`config.mk`:
```
export PLATFORM = sky130hd
export DESIGN_NAME = unwind_body_descriptor_encoder
export DESIGN_NICKNAME = d
export VERILOG_FILES = /design/src/rtl/ubde_pkg.sv /design/src/rtl/ubde_leb_shifter.sv /design/src/rtl/unwind_body_descriptor_encoder.sv
export SDC_FILE = /design/constraint.sdc
export NUM_CORES = 1
export LEC_CHECK = 0
export BUFFER_PORTS_ARGS = -buffer_cell sky130_fd_sc_hd__buf_2
export CORE_UTILIZATION = 40
export CTS_CLUSTER_DIAMETER = 150
export DETAILED_ROUTE_END_ITERATION = 7
export HOLD_SLACK_MARGIN = 0.06
export PLACE_DENSITY_LB_ADDON = 0.05
export SYNTH_ARGS = -nofsm -noshare
export SYNTH_HDL_FRONTEND = slang
export SYNTH_SLANG_ARGS = --single-unit
```
`constraint.sdc`:
```
create_clock -name clock -period 7.13 [get_ports clock]
set_input_delay 0.713 -clock clock [delete_from_list [all_inputs] [get_ports clock]]
set_output_delay 0.713 -clock clock [all_outputs]
set_load 0.01 [all_outputs]
```
`src/rtl/ubde_pkg.sv`:
```
// Shared types, constants and helpers for the unwind body descriptor encoder.
package ubde_pkg;

   localparam int VALUE_W       = 64;
   localparam int DIGIT_W       = 7;
   localparam int MAX_LEB_BYTES = 10;
   localparam int LEB_LIMIT_W   = DIGIT_W * MAX_LEB_BYTES;

   // Action codes.
   localparam logic [1:0] ACT_EPILOGUE = 2'd0;
   localparam logic [1:0] ACT_LABEL    = 2'd1;
   localparam logic [1:0] ACT_COPY     = 2'd2;

   // Status codes.
   localparam logic [1:0] STATUS_OK   = 2'd0;
   localparam logic [1:0] STATUS_TIME = 2'd1;
   localparam logic [1:0] STATUS_LONG = 2'd2;

   // Header bytes.
   localparam logic [7:0] HDR_EPI_SHORT = 8'hC0;
   localparam logic [7:0] HDR_EPI_LONG  = 8'hE0;
   localparam logic [7:0] HDR_LABEL     = 8'h80;
   localparam logic [7:0] HDR_COPY      = 8'hA0;
   localparam logic [7:0] HDR_LABEL_X   = 8'hF0;
   localparam logic [7:0] HDR_COPY_X    = 8'hF8;

   localparam int SHORT_ARG_W = 5;

   typedef struct packed {
      logic load;
      logic shift;
   } ubde_shift_ctl_type;

   // True when the ULEB128 form of v needs more than MAX_LEB_BYTES bytes.
   function automatic logic uleb_too_long(input logic [VALUE_W-1:0] v);
      logic [VALUE_W-1:0] rest;
      rest = v >> LEB_LIMIT_W;
      return |rest;
   endfunction

endpackage

```
`src/rtl/ubde_leb_shifter.sv`:
```
// Digit shift register: loads a value and hands out one 7-bit ULEB128 group per cycle while ctl.shift is high.
module ubde_leb_shifter (
   input  logic                          clock,
   input  ubde_pkg::ubde_shift_ctl_type  ctl,
   input  logic [ubde_pkg::VALUE_W-1:0]  load_value,
   output logic [ubde_pkg::DIGIT_W-1:0]  digit,
   output logic                          more
);
   import ubde_pkg::*;

   logic [VALUE_W-1:0] val_ff;
   logic [VALUE_W-1:0] val_in;

   always_comb begin
      val_in = val_ff;
      if (ctl.load) begin
         val_in = load_value;
      end else if (ctl.shift) begin
         val_in = val_ff >> DIGIT_W;
      end
   end

   always_ff @(posedge clock) begin
      val_ff <= val_in;
   end

   assign digit = val_ff[DIGIT_W-1:0];
   assign more  = |val_ff[VALUE_W-1:DIGIT_W];

endmodule

```
`src/rtl/unwind_body_descriptor_encoder.sv`:
```
// Top level of the unwind body descriptor encoder: request latch, checks and byte sequencer.
//
// Each request (an epilogue, a state label or a state copy) turns into a byte
// stream on rsp_out_byte, one byte per cycle, with rsp_valid high for each
// byte and rsp_last_byte marking the final one. The receiver cannot stall:
// every byte is shown for exactly one cycle. A request is taken when start
// is high and busy is low. In the cycle after the transfer the request is
// checked (epilogue time against region_size, ULEB128 length limit) and the
// header byte is registered; the ULEB128 fields then follow one 7-bit group
// per cycle from a single digit shift register. busy stays high until the
// last byte of the item is registered; the longest epilogue has 21 bytes
// (header plus two ten-byte fields); an error gives one byte with status,
// and the unused action code gives no byte. region_size is written through
// the csr_ channel, which is always ready; write it only while busy is low
// and no byte is pending.
module unwind_body_descriptor_encoder (
   input  logic                          clock,
   input  logic                          reset,
   // request channel
   input  logic                          start,
   output logic                          busy,
   input  logic [1:0]                    req_action,
   input  logic [ubde_pkg::VALUE_W-1:0]  req_when,
   input  logic [ubde_pkg::VALUE_W-1:0]  req_count_or_label,
   // result channel
   output logic                          rsp_valid,
   output logic [7:0]                    rsp_out_byte,
   output logic                          rsp_last_byte,
   output logic [1:0]                    rsp_status,
   // configuration channel
   input  logic                          csr_valid,
   output logic                          csr_ready,
   input  logic [ubde_pkg::VALUE_W-1:0]  csr_data
);
   import ubde_pkg::*;

   typedef enum logic [1:0] {
      S_IDLE,
      S_CHECK,
      S_FIELD1,
      S_FIELD2
   } state_type;

   state_type state_ff, state_in;

   // latched request
   logic [1:0]         action_ff, action_in;
   logic [VALUE_W-1:0] when_ff, when_in;
   logic [VALUE_W-1:0] arg_ff, arg_in;
   logic               two_fields_ff, two_fields_in;

   logic [VALUE_W-1:0] region_size_ff, region_size_in;

   // registered result
   logic               valid_ff, valid_in;
   logic [7:0]         byte_ff, byte_in;
   logic               last_ff, last_in;
   logic [1:0]         status_ff, status_in;

   // shifter interface
   ubde_shift_ctl_type shift_ctl;
   logic [VALUE_W-1:0] shift_value;
   logic [DIGIT_W-1:0] digit;
   logic               more;

   logic accept;
   logic arg_short;
   logic time_bad;
   logic when_long;
   logic arg_long;

   assign accept    = start && (state_ff == S_IDLE);
   assign csr_ready = 1'b1;

   assign arg_short = ~|arg_ff[VALUE_W-1:SHORT_ARG_W];
   assign time_bad  = (when_ff >= region_size_ff);
   assign when_long = uleb_too_long(when_ff);
   assign arg_long  = uleb_too_long(arg_ff);

   ubde_leb_shifter u_shifter (
      .clock      (clock),
      .ctl        (shift_ctl),
      .load_value (shift_value),
      .digit      (digit),
      .more       (more)
   );

   always_comb begin
      state_in       = state_ff;
      action_in      = action_ff;
      when_in        = when_ff;
      arg_in         = arg_ff;
      two_fields_in  = two_fields_ff;
      region_size_in = region_size_ff;
      valid_in       = 1'b0;
      byte_in        = byte_ff;
      last_in        = last_ff;
      status_in      = status_ff;
      shift_ctl      = '0;
      shift_value    = arg_ff;

      if (csr_valid && csr_ready) begin
         region_size_in = csr_data;
      end

      case (state_ff)
         S_IDLE: begin
            // Capture the request on its transfer.
            if (accept) begin
               action_in = req_action;
               when_in   = req_when;
               arg_in    = req_count_or_label;
               state_in  = S_CHECK;
            end
         end

         S_CHECK: begin
            // Run all checks up front, then register the header byte and
            // load the first ULEB128 field, if the item has one, into the shifter.
            status_in = STATUS_OK;
            last_in   = 1'b0;
            state_in  = S_IDLE;
            case (action_ff)
               ACT_EPILOGUE: begin
                  valid_in = 1'b1;
                  if (time_bad) begin
                     byte_in   = 8'd0;
                     last_in   = 1'b1;
                     status_in = STATUS_TIME;
                  end else if (when_long || (!arg_short && arg_long)) begin
                     byte_in   = 8'd0;
                     last_in   = 1'b1;
                     status_in = STATUS_LONG;
                  end else begin
                     byte_in         = arg_short ? (HDR_EPI_SHORT | {3'd0, arg_ff[SHORT_ARG_W-1:0]})
                                                 : HDR_EPI_LONG;
                     two_fields_in   = !arg_short;
                     shift_ctl.load  = 1'b1;
                     shift_value     = when_ff;
                     state_in        = S_FIELD1;
                  end
               end

               ACT_LABEL, ACT_COPY: begin
                  valid_in = 1'b1;
                  if (arg_short) begin
                     byte_in = ((action_ff == ACT_LABEL) ? HDR_LABEL : HDR_COPY)
                               | {3'd0, arg_ff[SHORT_ARG_W-1:0]};
                     last_in = 1'b1;
                  end else if (arg_long) begin
                     byte_in   = 8'd0;
                     last_in   = 1'b1;
                     status_in = STATUS_LONG;
                  end else begin
                     byte_in        = (action_ff == ACT_LABEL) ? HDR_LABEL_X : HDR_COPY_X;
                     two_fields_in  = 1'b0;
                     shift_ctl.load = 1'b1;
                     shift_value    = arg_ff;
                     state_in       = S_FIELD1;
                  end
               end

               default: begin
                  // Unused action code: drop the request, emit nothing.
                  valid_in = 1'b0;
               end
            endcase
         end

         S_FIELD1, S_FIELD2: begin
            // Emit one 7-bit group per cycle, continuation bit on top.
            valid_in        = 1'b1;
            byte_in         = {more, digit};
            status_in       = STATUS_OK;
            last_in         = 1'b0;
            shift_ctl.shift = 1'b1;
            if (!more) begin
               if ((state_ff == S_FIELD1) && two_fields_ff) begin
                  shift_ctl.load = 1'b1;
                  shift_value    = arg_ff;
                  state_in       = S_FIELD2;
               end else begin
                  last_in  = 1'b1;
                  state_in = S_IDLE;
               end
            end
         end

         default: begin
            state_in = S_IDLE;
         end
      endcase
   end

   always_ff @(posedge clock) begin
      if (reset) begin
         state_ff       <= S_IDLE;
         valid_ff       <= 1'b0;
         region_size_ff <= '0;
      end else begin
         state_ff       <= state_in;
         valid_ff       <= valid_in;
         region_size_ff <= region_size_in;
      end
      action_ff     <= action_in;
      when_ff       <= when_in;
      arg_ff        <= arg_in;
      two_fields_ff <= two_fields_in;
      byte_ff       <= byte_in;
      last_ff       <= last_in;
      status_ff     <= status_in;
   end

   assign busy          = (state_ff != S_IDLE);
   assign rsp_valid     = valid_ff;
   assign rsp_out_byte  = byte_ff;
   assign rsp_last_byte = last_ff;
   assign rsp_status    = status_ff;

endmodule
```
==> flow_metrics.env <==
export IMPL_worst_pin_slew_ns=1.07
export IMPL_ioPinCount=212
export IMPL_layout_nets=1369
export IMPL_grt_util_met2=0.339
export IMPL_max_freq_mhz=243
export IMPL_ff2ff_setup_slack_ns=3.02
export IMPL_setup_tns_ns=0
export IMPL_switching_share=0.241
export IMPL_synth_edf_count=205
export IMPL_h_tree_depth=1
export IMPL_top_usage_layer="met2"
export IMPL_fp_dieW_um=178
export IMPL_combPwrFrac=0.123
export IMPL_maxSlewViolCount=0
export IMPL_p_switching_w=0.00101
export IMPL_cp_buffers_inverters=1
export IMPL_postSynth_asyncResetShare=0
export IMPL_startpoint="when_ff[31]"
export IMPL_clock_latency_ns=0.56
export IMPL_dieArea_mm2=0.0315
export IMPL_status="completed"
export IMPL_grt_total_usage=0.190
export IMPL_crit_end="u_shifter.val_ff[17]"
export IMPL_skew_ns=0.0169
export IMPL_avgSynthCellArea_um2=13.9
export IMPL_fp_row_count=63
export IMPL_crit_type="flop to flop"
export IMPL_post_synth_top_area_fraction=0.499
export IMPL_internal_power_w=0.00317
export IMPL_dpl_cell_area_mm2=0.0137
export IMPL_cp_cell_sequence="ha_1 > nand4_1 > nor4_1 > a21oi_1 > a31oi_1 > a221oi_2 > nand4_4 > buf_4 > mux2_2 > mux2_4"
export IMPL_cts_tree="built"
export IMPL_max_stage_delay_ns=0.73
export IMPL_port_buffers=209
export IMPL_post_cts_resized=0
export IMPL_coreArea_mm2=0.0300
export IMPL_vias=7476
export IMPL_postRouteWirelength_um=29900
export IMPL_end_kind="flop"
export IMPL_timing_rr_end="u_shifter.val_ff[17]"
export IMPL_wl_per_cell_um=19.7
export IMPL_grt_pass1_wl_um=44500
export IMPL_hold_viol=0
export IMPL_vias_per_cell=4.92
export IMPL_antenna_found_initial=1
export IMPL_drtIter0Drc=366
export IMPL_required_ns=7.42
export IMPL_synth_largest_area_cell="edfxtp_1"
export IMPL_synth_cell_area_mm2=0.0123
export IMPL_clkSlewWorstSetupHoldPaths_ns=0.06
export IMPL_gp_congestion=0.782
export IMPL_dieHeight_um=178
export IMPL_drive_above_1_share=0.353
export IMPL_critical_path_arrival_ns=4.41
export IMPL_vdd_drop_max_uv=222
export IMPL_post_route_min_period_ns=4.11
export IMPL_gr_total_overflow=0
export IMPL_setup_violations=0
export IMPL_yosys_top_cells_area="edfxtp_1, dfxtp_1, mux2_2, ha_1, mux2i_1"
export IMPL_clk_path_buf_depth=3
export IMPL_syn_inst=884
export IMPL_synth_ff_type="edfxtp_1"
export IMPL_worstPathMaxFanout=64
export IMPL_root_buffer="clkbuf_16"
export IMPL_grt_max_degree=80
export IMPL_clock_sinks=272
export IMPL_hold_class="primary input to flop"
export IMPL_fin_crit_sh=0.577
export IMPL_p_per_area_mw_per_mm2=282
export IMPL_finalPower_w=0.00418
export IMPL_dpl_hpwl_um=21700
export IMPL_cts_setup_buffers=0
export IMPL_r2r_cells=10
export IMPL_p_leak_nw=5.93
export IMPL_use_met3=0.0251
export IMPL_crit_family="simple AND/OR/NAND/NOR gates"
export IMPL_rsz0062_at_grt="no"
export IMPL_initial_core_util=0.412
export IMPL_max_cap_violations=0
export IMPL_worst_path_stages=10
export IMPL_synth_distinct_cells=46
export IMPL_grt_pass1_vias=7647
export IMPL_max_slew_margin=0.287
export IMPL_cp_slowest_cell="buf_4"
export IMPL_ys_ff_latch=272
export IMPL_clock_power_share=0.396
export IMPL_final_antenna_net_count=0
export IMPL_drc=0
export IMPL_ys_warn_count=0
export IMPL_met1_usage=0.241
export IMPL_syn_num_nets=1149
export IMPL_cts_buffers=31
export IMPL_drtPass1Iterations=4
export IMPL_syn_to_final_growth_pct=20.1
export IMPL_p_seq_frac=0.482
export IMPL_final_cell_area_mm2=0.0148
export IMPL_ys_seq_area_frac=0.608
export IMPL_reg2reg_from="when_ff[31]"
export IMPL_cts_hold_buf=0
export IMPL_start_kind="flop"
[placed cells by master, fill, tap and decap left out, drive strengths merged, types with 5 or more instances in the layout]
master | Yosys | final
buf | 18 | 217
bufinv | 0 | 5
nand2 | 25 | 25
nor3 | 8 | 8
ha | 67 | 67
clkinv | 0 | 9
mux2i | 66 | 66
dfxtp | 67 | 67
a21o | 11 | 11
inv | 70 | 72
and2 | 8 | 8
clkbuf | 12 | 41
a21oi | 28 | 28
mux2 | 121 | 121
edfxtp | 205 | 205
nand4 | 18 | 18
nor4 | 32 | 32
nor2 | 78 | 78
o21ai | 11 | 11
[layout make-up]
cell class | count | area, um^2
Clock buffer | 41 | 853
Fill cell | 2690 | 15200
Timing Repair Buffer | 217 | 1110
Antenna cell | 2 | 5.00
Tap cell | 390 | 488
Inverter | 70 | 263
Sequential cell | 272 | 7500
Multi-Input combinational cell | 512 | 4380
Clock inverter | 16 | 210
[routing by layer]
layer,up-vias,wire (um)
met4,0,675
met5,-,0
met1,3527,12800
met2,192,15100
met3,36,1270
li1,3721,-
[sequential cells by signal, indices dropped and copies added (netlist names), 2 cells and up]
signal / count
arg_ff: 64
region_size_ff: 64
u_shifter.val_ff: 64
when_ff: 64
rsp_out_byte: 8
action_ff: 2
state_ff: 2
[how the worst min path moves through the flow]
stage	from	to	depth (start not counted)
5_1_grt	req_when[56]	when_ff[56]	1
6_report	req_count_or_label[56]	arg_ff[56]	1
4_1_cts	req_when[46]	when_ff[46]	1
2_1_floorplan	region_size_ff[10]	region_size_ff[10]	2
3_3_place_gp	region_size_ff[56]	region_size_ff[56]	2
3_5_place_dp	region_size_ff[10]	region_size_ff[10]	2
[stage by stage]
step | hold slack, ns | cells | worst slack, ns | util
after floorplan | 0.460 | 884 | 0.240 | -
after global routing | 0.298 | 1519 | 2.85 | 0.494
after detailed placement | 0.485 | 1461 | 2.89 | 0.458
after global placement | 0.474 | 1461 | 2.93 | 0.458
after CTS | 0.299 | 1518 | 2.88 | 0.494
final | 0.328 | 1520 | 3.02 | 0.494
[cells by family (layout without fill, tap and decap cells)]
group / after synthesis / after routing / synth area share
buffers and inverters: 100 / 344 / 0.0381
other: 2 / 4 / 0.000609
flip-flops: 272 / 272 / 0.608
multiplexers: 187 / 187 / 0.172
AO/OA/AOI/OAI: 71 / 71 / 0.0396
AND/OR/NAND/NOR: 185 / 185 / 0.0738
adder cells (fa/ha/maj): 67 / 67 / 0.0680
[Yosys cell counts, types with 2 or more instances]
cell      number
a21o_1        11
a21oi_1       28
a22o_1         3
a31oi_1        2
and2_1         8
buf_1          4
buf_4          3
buf_6         11
clkbuf_1      12
conb_1         2
dfxtp_1       67
edfxtp_1     205
ha_1          67
inv_1         70
mux2_2        96
mux2_4        25
mux2i_1       66
nand2_1       25
nand2b_1       2
nand3_1        4
nand4_1       17
nor2_1        78
nor2b_1        4
nor3_1         8
nor4_1        32
o21ai_0       10
o31ai_1        4
or2_2          2
[power groups by stage]
stage	registers (W)	logic (W)	clock network, W
global placement	0.00205	0.000514	0
global route	0.00203	0.000572	0.00175
finish	0.00201	0.000512	0.00165
floorplan	0.00201	0.000356	0
CTS	0.00202	0.000524	0.00169
detailed placement	0.00205	0.000520	0
Note: power is estimated with default switching activity, not from simulation.
